==> src/sv/wcp_pkg.sv <==
// package: widths, codes and item types of the cubic wavetable phasor
`default_nettype none

package wcp_pkg;

  localparam int SAMPLE_BITS          = 24;
  localparam int ADDR_BITS            = 12;
  localparam int PHASE_BITS           = 32;
  localparam int LEN_BITS             = 4;
  localparam int TABLE_DEPTH_LOG2_DEF = 12;
  localparam int FRACTION_BITS_DEF    = 16;
  localparam int LEN_MIN              = 2;

  localparam logic [LEN_BITS-1:0] LEN_RESET = 4'd12;

  localparam logic KIND_WRITE  = 1'b0;
  localparam logic KIND_LOOKUP = 1'b1;

  localparam logic signed [SAMPLE_BITS-1:0] SAMPLE_MAX = {1'b0, {(SAMPLE_BITS-1){1'b1}}};
  localparam logic signed [SAMPLE_BITS-1:0] SAMPLE_MIN = {1'b1, {(SAMPLE_BITS-1){1'b0}}};

  typedef struct packed {
    logic                          kind;
    logic [ADDR_BITS-1:0]          table_address;
    logic signed [SAMPLE_BITS-1:0] table_value;
    logic [PHASE_BITS-1:0]         phase;
  } wcp_in_t;

  typedef struct packed {
    logic signed [SAMPLE_BITS-1:0] sample;
    logic                          saturated;
  } wcp_out_t;

  typedef struct packed {
    logic signed [SAMPLE_BITS-1:0] m1;
    logic signed [SAMPLE_BITS-1:0] z;
    logic signed [SAMPLE_BITS-1:0] p1;
    logic signed [SAMPLE_BITS-1:0] p2;
  } wcp_taps_t;

endpackage

`default_nettype wire

==> src/sv/wcp_interp.sv <==
// seven-stage fixed-point 4-point cubic interpolation pipeline
`default_nettype none

module wcp_interp
  import wcp_pkg::*;
#(
  parameter int FRACTION_BITS = FRACTION_BITS_DEF
) (
  input  wire logic                     clk_i,
  input  wire logic                     rst_ni,
  input  wire logic                     valid_i,
  input  wire wcp_taps_t                taps_i,
  input  wire logic [FRACTION_BITS-1:0] frac_i,
  output logic                          valid_o,
  output wcp_out_t                      result_o
);

  localparam int F   = FRACTION_BITS;
  localparam int CW  = SAMPLE_BITS + 4;
  localparam int HW  = SAMPLE_BITS + 5;
  localparam int FW  = F + 1;
  localparam int PW1 = CW + FW;
  localparam int PW2 = HW + FW;
  localparam int SW1 = PW1 + 1;
  localparam int SW2 = PW2 + 1;
  localparam int YW  = SW2 - F - 1;

  // coefficients
  logic signed [CW-1:0] m1e, ze, p1e, p2e, dz;
  logic signed [CW-1:0] c1_d, c2_d, c3_d;

  always_comb begin
    m1e  = CW'(taps_i.m1);
    ze   = CW'(taps_i.z);
    p1e  = CW'(taps_i.p1);
    p2e  = CW'(taps_i.p2);
    dz   = ze - p1e;
    c1_d = p1e - m1e;
    c2_d = (p1e <<< 2) + (m1e <<< 1) - (ze <<< 2) - ze - p2e;
    c3_d = (dz <<< 1) + dz - m1e + p2e;
  end

  logic                          v1_q, v2_q, v3_q, v4_q, v5_q, v6_q, vo_q;
  logic signed [CW-1:0]          c1_1_q, c2_1_q, c3_1_q, c1_2_q, c2_2_q, c1_3_q, c1_4_q;
  logic signed [SAMPLE_BITS-1:0] z1_q, z2_q, z3_q, z4_q, z5_q, z6_q;
  logic [F-1:0]                  f1_q, f2_q, f3_q, f4_q, f5_q;
  logic signed [PW1-1:0]         pr1_q;
  logic signed [PW2-1:0]         pr2_q, pr3_q;
  logic signed [HW-1:0]          h_q, g_q;
  wcp_out_t                      res_q;

  logic signed [FW-1:0]  fs1, fs3, fs5;
  logic signed [SW1-1:0] hsum;
  logic signed [SW2-1:0] gsum, ysum, yrnd, yadj;
  logic signed [YW-1:0]  yw;
  wcp_out_t              res_d;

  always_comb begin
    fs1  = $signed({1'b0, f1_q});
    fs3  = $signed({1'b0, f3_q});
    fs5  = $signed({1'b0, f5_q});
    hsum = (SW1'(c2_2_q) <<< F) + SW1'(pr1_q);
    gsum = (SW2'(c1_4_q) <<< F) + SW2'(pr2_q);
    ysum = (SW2'(z6_q) <<< (F + 1)) + SW2'(pr3_q);
    // round toward zero for negative sums
    yrnd = ysum[SW2-1] ? $signed({{(SW2-F-1){1'b0}}, {(F+1){1'b1}}}) : '0;
    yadj = ysum + yrnd;
    yw   = YW'(yadj >>> (F + 1));
    if (yw > YW'(SAMPLE_MAX)) begin
      res_d.sample    = SAMPLE_MAX;
      res_d.saturated = 1'b1;
    end else if (yw < YW'(SAMPLE_MIN)) begin
      res_d.sample    = SAMPLE_MIN;
      res_d.saturated = 1'b1;
    end else begin
      res_d.sample    = SAMPLE_BITS'(yw);
      res_d.saturated = 1'b0;
    end
  end

  always_ff @(posedge clk_i or negedge rst_ni) begin
    if (!rst_ni) begin
      v1_q <= 1'b0;
      v2_q <= 1'b0;
      v3_q <= 1'b0;
      v4_q <= 1'b0;
      v5_q <= 1'b0;
      v6_q <= 1'b0;
      vo_q <= 1'b0;
    end else begin
      v1_q <= valid_i;
      v2_q <= v1_q;
      v3_q <= v2_q;
      v4_q <= v3_q;
      v5_q <= v4_q;
      v6_q <= v5_q;
      vo_q <= v6_q;
    end
  end

  always_ff @(posedge clk_i) begin
    // stage 1
    c1_1_q <= c1_d;
    c2_1_q <= c2_d;
    c3_1_q <= c3_d;
    z1_q   <= taps_i.z;
    f1_q   <= frac_i;
    // stage 2
    pr1_q  <= PW1'(c3_1_q) * PW1'(fs1);
    c1_2_q <= c1_1_q;
    c2_2_q <= c2_1_q;
    z2_q   <= z1_q;
    f2_q   <= f1_q;
    // stage 3
    h_q    <= HW'(hsum >>> F);
    c1_3_q <= c1_2_q;
    z3_q   <= z2_q;
    f3_q   <= f2_q;
    // stage 4
    pr2_q  <= PW2'(h_q) * PW2'(fs3);
    c1_4_q <= c1_3_q;
    z4_q   <= z3_q;
    f4_q   <= f3_q;
    // stage 5
    g_q    <= HW'(gsum >>> F);
    z5_q   <= z4_q;
    f5_q   <= f4_q;
    // stage 6
    pr3_q  <= PW2'(g_q) * PW2'(fs5);
    z6_q   <= z5_q;
    // stage 7
    res_q  <= res_d;
  end

  assign valid_o  = vo_q;
  assign result_o = res_q;

endmodule

`default_nettype wire

==> config.mk <==
export PLATFORM = sky130hd
export DESIGN_NAME = wcp_interp
export DESIGN_NICKNAME = d
export VERILOG_FILES = /design/src/sv/wcp_pkg.sv /design/src/sv/wcp_interp.sv
export SDC_FILE = /design/constraint.sdc
export NUM_CORES = 2
export LEC_CHECK = 0
export BUFFER_PORTS_ARGS = -buffer_cell sky130_fd_sc_hd__buf_2
export CAP_MARGIN = 20
export CORE_AREA = 2 2 540 542
export DETAILED_ROUTE_END_ITERATION = 10
export DIE_AREA = 0 0 542 544
export PLACE_DENSITY = 0.46
export RECOVER_POWER = 25
export REMOVE_ABC_BUFFERS = 1
export SLEW_MARGIN = 10
export SYNTH_ARGS = -nofsm -noshare
export SYNTH_HDL_FRONTEND = slang
export SYNTH_SLANG_ARGS = --single-unit
==> constraint.sdc <==
create_clock -name clk_i -period 12.2 [get_ports clk_i]
set_input_delay 0.61 -clock clk_i [delete_from_list [all_inputs] [get_ports clk_i]]
set_output_delay 0.61 -clock clk_i [all_outputs]
set_load 0.05 [all_outputs]
==> summary.txt <==
Post-CTS Hold Fix Bufs = 17
Crit path launch type = flop
Max-slew headroom = 20.4%
Resized cells post-CTS = 0
Synthesis Warnings = 0
HP Class = in2reg
Adder-cell share of the synthesized area = 49.6%
TritonCTS clock tree = done
Mapped cell area = 0.0719 mm2
Drt first pass iters = 5
Post-route clock skew = 0.0546 ns
Starting Density = 24.8%
Dpl cell area = 0.0770 mm2
CP arrival = 8.97 ns
Post-CTS Setup Inserts = 0
Fin area = 0.0800 mm2
Seq/Total Area, Yosys = 16.8%
Final antenna-violating net count = 0
Final setup viols = 0
Critical path's largest stage delay = 0.88 ns
Fin crit share = 68.4%
Initial DRC Count = 2182
Core Region = 0.289 mm2
Cell mode on critical path = fa_1
Total grt overflow = 0
#FFs+latches synth = 602
Share of cells above drive strength 1 = 4.84%
IO Pins = 141
Fmax = 120 MHz
Pin count of the biggest net entering global routing = 31
Row count = 198
Simple-gate portion of the synthesized area = 13.3%
DRC viols = 0
Max cap viols = 0
Vias per inst = 4.26
Longest Clk Path Bufs = 3
GRT Total Usage = 14.3%
Syn Inst Count = 7609
Setup TNS Final = 0 ns
Final min period = 8.34 ns
Compound-gate portion of the synthesized area = 5.77%
Fillers = 30800
Die outline width = 542 um
Largest family of logic cells by synthesized area = adder cells
Initial antenna violation count = 54
Xor and xnor fraction of the mapped netlist area = 3.42%
CP Class = reg2reg
Clk root buf = clkbuf_16
CP max-delay cell = dfxtp_1
P&R area growth vs syn = 11.2%
Vias = 49200
Number of distinct library cells after synthesis = 86
Actual transition at the worst max-transition pin = 1.19 ns
Final Wtd Congestion = 0.841
Count of final hold-check violations = 0
EDFF count, synth = 0
Wire length per cell = 17.8 um
CTS buffer count = 77
Syn_area_per_cell = 9.45 um2
Run status = completed
Clk_lat worst skew = 0.71 ns
Clock sink count = 602
Top_reg_cell synth = dfxtp_1
Vias in the first global route = 54700
Net count, final = 9775
Worst-path maximum fanout = 16
Hold WS = 0.0914 ns
Die Span Y = 544 um
Ys async rst share = 1.16%
Final wirelength = 205000 um
Global-route wire length before repair = 324000 um
Commonest non-fill, non-tap cells in the layout = inv_1, fa_1, nand2_1, dfxtp_1, ha_1
Mux contribution to synthesized area = 0%
RSZ-0062 raised after global routing = no
Final Max Tran Viols = 0
Die area = 0.295 mm2
Post-DP HPWL = 166000 um
I/O Buffers = 140
Commonest non-fill, non-tap cell in the layout = inv_1
Clock Pin Slew Worst Setup and Hold Paths = 0.06 ns
Crit. End Element = flop
Critical Path RT = 12.83 ns
H-Tree Level Count = 3
worst paths after layout:
check	start	end	slack, ns	cells past startpoint
setup reg to reg	h_q[5]	pr2_q[41]	3.86	27
min in group asynchronous	rst_ni	valid_o	0.29	2
max in group asynchronous	rst_ni	v1_q	11.76	2
hold reg to reg	f2_q[12]	f3_q[12]	0.29	0
setup / recovery	h_q[5]	pr2_q[41]	3.86	27
hold / removal	frac_i[4]	f1_q[4]	0.09	1
cell usage after synthesis, types with 12 or more instances:
master,instances,area (um2)
inv_1,1877,7050
fa_1,1448,29000
nand2_1,974,3660
dfxtp_1,595,11900
ha_1,532,6660
and2_1,510,3190
clkbuf_1,227,852
xnor2_1,214,1870
nor2_1,181,679
a21oi_1,163,816
o21ai_0,128,641
a21o_1,87,653
xor2_1,67,587
nor3_1,65,325
nand3_1,58,290
o21a_1,44,330
nor2b_1,42,263
a31oi_1,33,206
and3_1,32,200
nand2b_1,25,156
o21bai_1,24,180
a211oi_1,22,165
o211ai_1,19,143
nand4_1,18,113
or2_2,18,113
a21boi_0,12,90.1
and4_1,12,105
or3_1,12,75.1
metrics by stage:
step                setup WS (ns)  util, %  cells
floorplan                    5.02        -   7366
global placement             3.88     26.6  11400
detailed placement           3.80     26.6  11400
CTS                          3.75     27.6  11500
global route                 3.41     27.6  11600
finish                       3.86     27.6  11600
routing by layer:
metal	track usage (%)	part of all wire, %
met3	1.86	4.1
met1	18.2	43
met5	0	0.046
met4	4.55	3.6
met2	24.9	49
critical path, delay by kind of cell (launching register included):
kind,cells,cell delay (ns)
flip-flops,1,0.88
AND/OR/NAND/NOR,3,0.78
buffers and inverters,6,0.47
adder cells (fa/ha/maj),7,3.29
AO/OA/AOI/OAI,11,2.86
cell families after synthesis:
kind of cell    after synthesis
simple gates               1991
xor+xnor                    281
compound gates              635
fa+ha+maj                  1980
flops                       602
buf+inv                    2120
registers in the layout (all words and copies together) (netlist names), 28 cells and up:
register / flops
pr3_q: 46
g_q: 29
h_q: 29
pr1_q: 29
pr2_q: 29
c2_1_q: 28
c2_2_q: 28
c3_1_q: 28
area by class of cell:
class / count / area (um2) / share of cell area (%)
Sequential cell: 602 / 12100 / 15.1
Timing Repair Buffer: 235 / 1430 / 1.78
Antenna cell: 12 / 30.0 / 0.0376
Clock buffer: 96 / 2080 / 2.60
Inverter: 1877 / 7050 / 8.81
Multi-Input combinational cell: 4887 / 51800 / 64.8
Clock inverter: 48 / 718 / 0.898
Tap cell: 3800 / 4750 / 5.95
Power is left out: the tool's default activity adds up to more than one toggle a clock period on the data nets, which glitch-free logic cannot reach.
